$ cat src/sv/dfp_pkg.sv
`timescale 1ns / 1ps
// ----------------------------------------------------------------------------
// dfp_pkg: shared types and constants for the delimited frame parser
// Parse phases, event and error codes, register indexes and the structs that
// carry configuration and results between the parser modules.
// ----------------------------------------------------------------------------
package dfp_pkg;

  // Address, command, length, CRC low, CRC high, end and start bytes.
  localparam int unsigned FrameOverhead = 7;

  localparam int unsigned CfgIdxW = 3;
  localparam int unsigned CfgDataW = 9;

  typedef enum logic [2:0] {
    PH_HUNT,
    PH_ADDR,
    PH_CMD,
    PH_LEN,
    PH_PAYLOAD,
    PH_CRCL,
    PH_CRCH,
    PH_END
  } phase_e;

  typedef enum logic [1:0] {
    EV_PAYLOAD,
    EV_FRAME,
    EV_ERROR
  } event_kind_e;

  typedef enum logic [1:0] {
    ERR_OVERFLOW,
    ERR_PAYLOAD_LONG,
    ERR_FRAME_LARGE,
    ERR_BAD_END
  } error_code_e;

  typedef enum logic [CfgIdxW-1:0] {
    REG_OWN_ADDRESS,
    REG_BROADCAST_ADDRESS,
    REG_START_MARKER,
    REG_END_MARKER,
    REG_PAYLOAD_LIMIT,
    REG_FRAME_LIMIT
  } cfg_reg_e;

  typedef struct packed {
    logic [7:0] own_address;
    logic [7:0] broadcast_address;
    logic [7:0] start_marker;
    logic [7:0] end_marker;
    logic [7:0] payload_limit;
    logic [8:0] frame_limit;
  } cfg_t;

  typedef struct packed {
    logic        emit;
    event_kind_e kind;
    logic [7:0]  data_byte;
    logic [7:0]  payload_index;
    logic [7:0]  frame_address;
    logic [7:0]  frame_command;
    logic [7:0]  frame_length;
    logic [15:0] received_crc;
    error_code_e error_code;
    logic [31:0] error_total;
  } result_t;

endpackage

$ cat src/sv/dfp_cfg_regs.sv
`timescale 1ns / 1ps
// ----------------------------------------------------------------------------
// dfp_cfg_regs: configuration register file
// Holds addresses, markers and limits; written through a plain write port.
// ----------------------------------------------------------------------------
module dfp_cfg_regs
  import dfp_pkg::*;
(
  input  logic                clk_i,
  input  logic                rst_ni,
  input  logic                cfg_we_i,
  input  logic [CfgIdxW-1:0]  cfg_index_i,
  input  logic [CfgDataW-1:0] cfg_wdata_i,
  output cfg_t                cfg_o
);

  cfg_t cfg_q, cfg_d;

  always_comb begin
    cfg_d = cfg_q;
    if (cfg_we_i) begin
      unique case (cfg_index_i)
        REG_OWN_ADDRESS:       cfg_d.own_address       = cfg_wdata_i[7:0];
        REG_BROADCAST_ADDRESS: cfg_d.broadcast_address = cfg_wdata_i[7:0];
        REG_START_MARKER:      cfg_d.start_marker      = cfg_wdata_i[7:0];
        REG_END_MARKER:        cfg_d.end_marker        = cfg_wdata_i[7:0];
        REG_PAYLOAD_LIMIT:     cfg_d.payload_limit     = cfg_wdata_i[7:0];
        REG_FRAME_LIMIT:       cfg_d.frame_limit       = cfg_wdata_i[8:0];
        default: ;
      endcase
    end
  end

  always_ff @(posedge clk_i or negedge rst_ni) begin
    if (!rst_ni) begin
      cfg_q.own_address       <= 8'd1;
      cfg_q.broadcast_address <= 8'd0;
      cfg_q.start_marker      <= 8'd126;
      cfg_q.end_marker        <= 8'd127;
      cfg_q.payload_limit     <= 8'd128;
      cfg_q.frame_limit       <= 9'd160;
    end else begin
      cfg_q <= cfg_d;
    end
  end

  assign cfg_o = cfg_q;

endmodule

$ cat src/sv/dfp_core.sv
`timescale 1ns / 1ps
// ----------------------------------------------------------------------------
// dfp_core: frame parse state machine
// Advances the parse state by one byte per step and forms the result of it.
// ----------------------------------------------------------------------------
module dfp_core
  import dfp_pkg::*;
(
  input  logic       clk_i,
  input  logic       rst_ni,
  input  cfg_t       cfg_i,
  input  logic       step_i,
  input  logic [7:0] byte_i,
  output result_t    res_o
);

  phase_e      phase_q, phase_d;
  logic [8:0]  bytes_q, bytes_d;
  logic [7:0]  exp_q, exp_d;
  logic [7:0]  pcnt_q, pcnt_d;
  logic [7:0]  addr_q, addr_d;
  logic [7:0]  cmd_q, cmd_d;
  logic [15:0] crc_q, crc_d;
  logic [31:0] err_cnt_q, err_cnt_d;

  logic        overflow;
  logic        too_large;
  logic        do_clear;
  logic [31:0] err_cnt_inc;

  assign overflow    = ({1'b0, bytes_q} + 10'd1) >= {1'b0, cfg_i.frame_limit};
  assign too_large   = (10'(FrameOverhead) + {2'b00, byte_i}) > {1'b0, cfg_i.frame_limit};
  assign err_cnt_inc = err_cnt_q + 32'd1;

  always_comb begin
    phase_d   = phase_q;
    bytes_d   = bytes_q;
    exp_d     = exp_q;
    pcnt_d    = pcnt_q;
    addr_d    = addr_q;
    cmd_d     = cmd_q;
    crc_d     = crc_q;
    err_cnt_d = err_cnt_q;
    do_clear  = 1'b0;

    res_o.emit          = 1'b0;
    res_o.kind          = EV_PAYLOAD;
    res_o.data_byte     = '0;
    res_o.payload_index = '0;
    res_o.frame_address = addr_q;
    res_o.frame_command = cmd_q;
    res_o.frame_length  = exp_q;
    res_o.received_crc  = '0;
    res_o.error_code    = ERR_OVERFLOW;
    res_o.error_total   = err_cnt_q;

    if (overflow) begin
      // The byte is dropped and the frame abandoned, in any phase.
      res_o.emit        = 1'b1;
      res_o.kind        = EV_ERROR;
      res_o.error_total = err_cnt_inc;
      err_cnt_d         = err_cnt_inc;
      do_clear          = 1'b1;
    end else if (phase_q == PH_HUNT) begin
      if (byte_i == cfg_i.start_marker) begin
        bytes_d = 9'd1;
        phase_d = PH_ADDR;
      end
    end else begin
      bytes_d = bytes_q + 9'd1;
      unique case (phase_q)
        PH_ADDR: begin
          addr_d = byte_i;
          if (byte_i != cfg_i.own_address && byte_i != cfg_i.broadcast_address) begin
            do_clear = 1'b1;
          end else begin
            phase_d = PH_CMD;
          end
        end
        PH_CMD: begin
          cmd_d   = byte_i;
          phase_d = PH_LEN;
        end
        PH_LEN: begin
          exp_d              = byte_i;
          pcnt_d             = '0;
          res_o.frame_length = byte_i;
          if (byte_i > cfg_i.payload_limit || too_large) begin
            res_o.emit        = 1'b1;
            res_o.kind        = EV_ERROR;
            res_o.error_code  = (byte_i > cfg_i.payload_limit) ? ERR_PAYLOAD_LONG
                                                               : ERR_FRAME_LARGE;
            res_o.error_total = err_cnt_inc;
            err_cnt_d         = err_cnt_inc;
            do_clear          = 1'b1;
          end else begin
            phase_d = (byte_i == 8'd0) ? PH_CRCL : PH_PAYLOAD;
          end
        end
        PH_PAYLOAD: begin
          res_o.emit          = 1'b1;
          res_o.data_byte     = byte_i;
          res_o.payload_index = pcnt_q;
          pcnt_d              = pcnt_q + 8'd1;
          if (pcnt_d >= exp_q) begin
            phase_d = PH_CRCL;
          end
        end
        PH_CRCL: begin
          crc_d   = {8'd0, byte_i};
          phase_d = PH_CRCH;
        end
        PH_CRCH: begin
          crc_d   = {byte_i, crc_q[7:0]};
          phase_d = PH_END;
        end
        PH_END: begin
          res_o.emit = 1'b1;
          do_clear   = 1'b1;
          if (byte_i == cfg_i.end_marker) begin
            res_o.kind         = EV_FRAME;
            res_o.received_crc = crc_q;
          end else begin
            res_o.kind        = EV_ERROR;
            res_o.error_code  = ERR_BAD_END;
            res_o.error_total = err_cnt_inc;
            err_cnt_d         = err_cnt_inc;
          end
        end
        default: ;
      endcase
    end

    if (do_clear) begin
      phase_d = PH_HUNT;
      bytes_d = '0;
      exp_d   = '0;
      pcnt_d  = '0;
      addr_d  = '0;
      cmd_d   = '0;
      crc_d   = '0;
    end
  end

  always_ff @(posedge clk_i or negedge rst_ni) begin
    if (!rst_ni) begin
      phase_q   <= PH_HUNT;
      bytes_q   <= '0;
      exp_q     <= '0;
      pcnt_q    <= '0;
      addr_q    <= '0;
      cmd_q     <= '0;
      crc_q     <= '0;
      err_cnt_q <= '0;
    end else if (step_i) begin
      phase_q   <= phase_d;
      bytes_q   <= bytes_d;
      exp_q     <= exp_d;
      pcnt_q    <= pcnt_d;
      addr_q    <= addr_d;
      cmd_q     <= cmd_d;
      crc_q     <= crc_d;
      err_cnt_q <= err_cnt_d;
    end
  end

  a_hunt_clean: assert property (@(posedge clk_i) disable iff (!rst_ni)
    phase_q == PH_HUNT |-> bytes_q == 9'd0 && pcnt_q == 8'd0 && exp_q == 8'd0)
    else $error("frame state not cleared while hunting");

  a_payload_bound: assert property (@(posedge clk_i) disable iff (!rst_ni)
    phase_q == PH_PAYLOAD |-> pcnt_q < exp_q)
    else $error("payload count reached length without leaving payload phase");

  a_err_count: assert property (@(posedge clk_i) disable iff (!rst_ni)
    step_i && res_o.emit && res_o.kind == EV_ERROR
      |=> err_cnt_q == $past(err_cnt_q) + 32'd1)
    else $error("error counter did not advance on a flagged error");

endmodule

$ cat src/sv/delimited_frame_parser.sv
`timescale 1ns / 1ps
// ----------------------------------------------------------------------------
// delimited_frame_parser: byte-serial parser for delimited bus frames
// Hunts for the start marker, reads address, command, length, payload, CRC
// and end marker, emits payload bytes, frame completions and errors.
// ----------------------------------------------------------------------------
//
//  Channel  Direction  Handshake                Payload
//  -------  ---------  -----------------------  ---------------------------------
//  in       sink       in_valid_i / in_ready_o  rx_byte_i
//  out      source     out_valid_o/out_ready_i  event_kind_o .. error_total_o
//  cfg      sink       cfg_we_i (no wait)       cfg_index_i, cfg_wdata_i
//
//  One byte request is taken every cycle while the result register is free or
//  being emptied. A byte is held in the input register and then parsed into
//  the result register, which presents its result until it is taken.
//  The loop through the parse state register sets that rate.
//  Reset clears the parse state, the error counter, both valid flags and
//  the configuration to its defaults. When the result register holds a
//  request that is not taken, parsing pauses and the input register fills;
//  input ready then drops until the result moves on.
//
module delimited_frame_parser
  import dfp_pkg::*;
(
  input  logic                clk_i,
  input  logic                rst_ni,

  input  logic                in_valid_i,
  output logic                in_ready_o,
  input  logic [7:0]          rx_byte_i,

  output logic                out_valid_o,
  input  logic                out_ready_i,
  output logic [1:0]          event_kind_o,
  output logic [7:0]          data_byte_o,
  output logic [7:0]          payload_index_o,
  output logic [7:0]          frame_address_o,
  output logic [7:0]          frame_command_o,
  output logic [7:0]          frame_length_o,
  output logic [15:0]         received_crc_o,
  output logic [1:0]          error_code_o,
  output logic [31:0]         error_total_o,

  input  logic                cfg_we_i,
  input  logic [CfgIdxW-1:0]  cfg_index_i,
  input  logic [CfgDataW-1:0] cfg_wdata_i
);

  cfg_t    cfg;
  result_t res;
  result_t res_q;

  logic       in_valid_q, in_valid_d;
  logic [7:0] in_byte_q;
  logic       out_valid_q, out_valid_d;
  logic       step;

  // The staged byte is parsed whenever the result register is free or is
  // being emptied in this same cycle.
  assign step       = in_valid_q && (!out_valid_q || out_ready_i);
  assign in_ready_o = !in_valid_q || step;

  dfp_cfg_regs u_cfg (
    .clk_i       (clk_i),
    .rst_ni      (rst_ni),
    .cfg_we_i    (cfg_we_i),
    .cfg_index_i (cfg_index_i),
    .cfg_wdata_i (cfg_wdata_i),
    .cfg_o       (cfg)
  );

  dfp_core u_core (
    .clk_i  (clk_i),
    .rst_ni (rst_ni),
    .cfg_i  (cfg),
    .step_i (step),
    .byte_i (in_byte_q),
    .res_o  (res)
  );

  always_comb begin
    in_valid_d = in_valid_q;
    if (in_valid_i && in_ready_o) begin
      in_valid_d = 1'b1;
    end else if (step) begin
      in_valid_d = 1'b0;
    end

    // A parse step may only replace a result that is leaving or absent.
    out_valid_d = out_valid_q;
    if (step) begin
      out_valid_d = res.emit;
    end else if (out_ready_i) begin
      out_valid_d = 1'b0;
    end
  end

  always_ff @(posedge clk_i or negedge rst_ni) begin
    if (!rst_ni) begin
      in_valid_q  <= 1'b0;
      out_valid_q <= 1'b0;
    end else begin
      in_valid_q  <= in_valid_d;
      out_valid_q <= out_valid_d;
    end
  end

  // Payload registers carry no reset.
  always_ff @(posedge clk_i) begin
    if (in_valid_i && in_ready_o) begin
      in_byte_q <= rx_byte_i;
    end
    if (step && res.emit) begin
      res_q <= res;
    end
  end

  assign out_valid_o     = out_valid_q;
  assign event_kind_o    = 2'(res_q.kind);
  assign data_byte_o     = res_q.data_byte;
  assign payload_index_o = res_q.payload_index;
  assign frame_address_o = res_q.frame_address;
  assign frame_command_o = res_q.frame_command;
  assign frame_length_o  = res_q.frame_length;
  assign received_crc_o  = res_q.received_crc;
  assign error_code_o    = 2'(res_q.error_code);
  assign error_total_o   = res_q.error_total;

  a_stage_holds: assert property (@(posedge clk_i) disable iff (!rst_ni)
    in_valid_q && !step |=> in_valid_q && $stable(in_byte_q))
    else $error("staged byte lost while parsing was paused");

  a_out_holds: assert property (@(posedge clk_i) disable iff (!rst_ni)
    out_valid_o && !out_ready_i |=> out_valid_o && $stable(res_q))
    else $error("result request changed before it was taken");

  a_full_stalls: assert property (@(posedge clk_i) disable iff (!rst_ni)
    in_valid_q && out_valid_q && !out_ready_i |-> !in_ready_o)
    else $error("input ready while both stages are held");

endmodule
$ cat config.mk
export PLATFORM = sky130hd
export DESIGN_NAME = delimited_frame_parser
export DESIGN_NICKNAME = d
export VERILOG_FILES = /design/src/sv/dfp_pkg.sv /design/src/sv/dfp_cfg_regs.sv /design/src/sv/dfp_core.sv /design/src/sv/delimited_frame_parser.sv
export SDC_FILE = /design/constraint.sdc
export NUM_CORES = 1
export LEC_CHECK = 0
export ABC_AREA = 1
export BUFFER_PORTS_ARGS = -buffer_cell sky130_fd_sc_hd__buf_2
export CAP_MARGIN = 5
export CORE_UTILIZATION = 54
export DETAILED_ROUTE_END_ITERATION = 6
export HOLD_SLACK_MARGIN = 0.15
export PLACE_DENSITY = 0.77
export SLEW_MARGIN = 25
export SYNTH_ARGS = -nofsm -noshare
export SYNTH_HDL_FRONTEND = slang
export SYNTH_SLANG_ARGS = --single-unit
$ cat constraint.sdc
create_clock -name clk_i -period 6.8 [get_ports clk_i]
set_input_delay 0.68 -clock clk_i [delete_from_list [all_inputs] [get_ports clk_i]]
set_output_delay 0.68 -clock clk_i [all_outputs]
set_load 0.01 [all_outputs]
==> results.json <==
{
  "outcome": "finished, final reports clean",
  "yosysUniqueCellTypes": 45,
  "initial_core_util_pct": 55.1,
  "nets": 1463,
  "max_slew_margin_pct": 33.8,
  "crit_fanout": 50,
  "cts_sinks": 243,
  "clkPwrFrac_pct": 29.5,
  "clockBufferDepth": 3,
  "cp.arrival_ps": 4650,
  "worstPathRequired_ps": 7210,
  "gr-usage-all-layers_pct": 24.8,
  "fin_ws_ps": 2560,
  "hold_class": "primary input to asynchronous set/reset pin",
  "dr.pass1.iters": 6,
  "tns_ps": 0,
  "timing.hold.ws_ps": 161,
  "p_per_area_nw_per_um2": 367,
  "syn2layout_area_growth_pct": 13.2,
  "sequentialPowerShare_pct": 42.3,
  "met1_usage_pct": 34.3,
  "peakVddDrop_uv": 188,
  "p_sw_w": 0.00173,
  "cts_buffers": 25,
  "portBuffers": 118,
  "multi_input_area_sq_um": 4570,
  "core.rowCount": 54,
  "critPathCaptureType": "flop",
  "sw_frac_of_total_pct": 34.5,
  "gr-usage-met2_pct": 40.4,
  "ioPinCount": 119,
  "reg2reg_depth": 18,
  "vias_per_cell": 5.42,
  "clock_skew_ps": 10.8,
  "worstSetupPathType": "flop to flop",
  "wl_per_cell_um": 16.3,
  "ant_nets": 0,
  "antenna_found_initial": 0,
  "syn-mean-instance-area_sq_um": 9.25,
  "num_vias": 9211,
  "drv_slew": 0,
  "cts_resized": 0,
  "fmax_mhz": 236,
  "setup_viol": 0,
  "finalPower_w": 0.00499,
  "use_met3_pct": 3.52,
  "dp_hpwl_um": 19400,
  "p_int_w": 0.00327,
  "tritoncts": "done",
  "layout-drive-gt1-share_pct": 15.0,
  "cts_root_buf": "clkbuf_16",
  "power_frac_comb_pct": 28.2,
  "yosys_register_bits": 243,
  "maxCapViolations": 0,
  "final_util_pct": 62.3,
  "startpoint_type": "flop",
  "finalHoldViolations": 0,
  "synth_area_sq_um": 12000,
  "fillerInstances": 1776,
  "synth_cells": 1300,
  "grt_max_degree": 93,
  "syn_nets": 1363,
  "finalCriticalPeriod_ps": 4240,
  "detail_route.iter0.violations": 747,
  "cts.reportedPaths.clkPinSlew_ps": 60,
  "grt_pass1_wl_um": 43900,
  "insertion_delay_ps": 510,
  "grt_pass1_vias": 8544,
  "die_w_um": 151,
  "hold_buffers": 0,
  "r2r_start": "in_byte_q[2]",
  "die_area_sq_um": 22900,
  "core_area_sq_um": 21800,
  "postCtsSetupBuffers": 0,
  "die_h_um": 151,
  "rrSetupSlack_ps": 2560,
  "worstMarginPinSlew_ps": 985,
  "busiest_layer": "met2",
  "dpl_worst_slack_ps": 2710,
  "overflow": 0,
  "seqCellArea_sq_um": 6600,
  "yosysWarnings": 0,
  "synth_seq_area_share_pct": 54.9,
  "leakagePower_nw": 5.85,
  "drc": 0,
  "drt_wl_total_um": 27600,
  "rsz0062_at_grt": "no",
  "period_share_pct": 62.3,
  "place_congestion": 0.901,
  "timing.rr.end": "u_core.err_cnt_q[20]",
  "num_antenna_cells": 0,
  "ctsHtreeMaxLevel": 1
}
[Yosys cell counts, drive strengths merged]
library cell	instances	area share, %
nand3b	2	0.12
dfrtp	126	26
clkbuf	17	0.53
a21o	1	0.062
xor2	49	3.6
xnor2	14	1.0
o21ai	187	8.3
nor3b	2	0.12
edfxtp	100	25
inv	146	4.6
nand4	18	0.94
o21a	1	0.062
and2	2	0.10
o21bai	1	0.062
or2	11	0.57
ha	38	4.0
o22ai	7	0.36
nand3	56	2.4
a31oi	2	0.10
nor2	89	3.0
nand2	318	10
buf	32	1.9
dfstp	17	3.7
nor4	9	0.47
a21oi	22	1.1
nor3	30	1.3
o211ai	1	0.062
clkinv	2	0.11
[layout by cell type, fill, tap and decap left out, types with 5 or more instances in the layout]
| cell type | Yosys | layout |
|---|---|---|
| nand2_1 | 313 | 313 |
| nand3_1 | 55 | 55 |
| xnor2_1 | 14 | 14 |
| buf_2 | 12 | 117 |
| or2_2 | 8 | 8 |
| nor3_1 | 29 | 29 |
| dfstp_2 | 17 | 17 |
| clkbuf_16 | 0 | 25 |
| nor4_1 | 9 | 9 |
| nor2_1 | 83 | 82 |
| o22ai_1 | 7 | 7 |
| a21oi_1 | 20 | 20 |
| o21ai_4 | 6 | 6 |
| inv_2 | 5 | 5 |
| bufinv_16 | 0 | 6 |
| ha_1 | 38 | 38 |
| inv_1 | 141 | 141 |
| nand4_1 | 18 | 18 |
| xor2_1 | 49 | 49 |
| dfrtp_1 | 126 | 126 |
| o21ai_1 | 21 | 21 |
| edfxtp_1 | 100 | 100 |
| o21ai_0 | 160 | 160 |
[cell type report]
type	count	area share (%)
inverter	148	4.13
sequential	243	48.5
timing repair buffer	122	4.66
tap	280	2.58
multi-input combinational	860	33.6
clock inverter	14	1.62
clock buffer	31	4.91
[critical path: stages (launching register included)]
cell and delay [ps]:
edfxtp_1 640, inv_1 210, nand3_1 190, nand2_1 70, nor3_1 220, nand2_1 100
xor2_1 160, ha_1 300, nand2_1 50, nor2_1 160, nand4_1 160, nand3_1 150
nand3_2 150, a21oi_4 140, buf_4 420, nor2_4 140, inv_2 580, nand2_1 140
o21ai_0 140
[power by group through the flow]
stage	clock network [W]	registers (W)	logic [W]
after floorplan	0	0.00214	0.00102
after global placement	0	0.00212	0.00135
after detailed placement	0	0.00213	0.00139
after CTS	0.00149	0.00211	0.00141
after global routing	0.00155	0.00215	0.00158
final	0.00147	0.00211	0.00141
[logic make-up (layout without fill, tap and decap cells)]
| family | after synthesis | after routing | share of synthesized area, % |
|---|---|---|---|
| AOI/OAI and AO/OA | 222 | 222 | 10.2 |
| xor gates and xnor gates | 63 | 63 | 4.59 |
| adders and majority gates | 38 | 38 | 3.96 |
| buffers and inverters | 197 | 315 | 7.14 |
| DFF | 243 | 243 | 54.9 |
| and+or+nand+nor | 537 | 537 | 19.2 |
[routing by layer]
layer / part of all wire (%) / wire length (um)
met1: 44 / 12200
met5: 0 / 0
met2: 47 / 12900
met4: 2.5 / 704
met3: 6.3 / 1750
[registers in the layout (all words and copies together), names as in the netlist, 3 cells and up]
signal / count
u_core.addr_q: 8
u_core.crc_q: 16
data_byte_o: 8
u_core.cmd_q: 8
frame_address_o: 8
u_core.exp_q: 8
payload_index_o: 8
received_crc_o: 16
u_cfg.cfg_o: 49
error_total_o: 32
u_core.err_cnt_q: 32
frame_command_o: 8
in_byte_q: 8
u_core.bytes_q: 9
u_core.phase_q: 3
u_core.pcnt_q: 8
frame_length_o: 8
[per-stage QoR]
step / cells / cell area [sq um]
global route: 1698 / 13600
CTS: 1698 / 13600
global placement: 1653 / 12700
finish: 1698 / 13600
detailed placement: 1653 / 12700
floorplan: 1300 / 12000
[worst max path at each step]
stage,slack [ps],to,start
2_1_floorplan,200,data_byte_o[0],in_byte_q[0]
3_3_place_gp,2890,error_total_o[31],in_byte_q[2]
3_5_place_dp,2710,u_core.err_cnt_q[20],in_byte_q[2]
4_1_cts,2640,u_core.err_cnt_q[20],in_byte_q[2]
5_1_grt,2210,u_core.err_cnt_q[22],in_byte_q[2]
6_report,2560,u_core.err_cnt_q[20],in_byte_q[2]
Note: power is estimated with default switching activity, not from simulation.
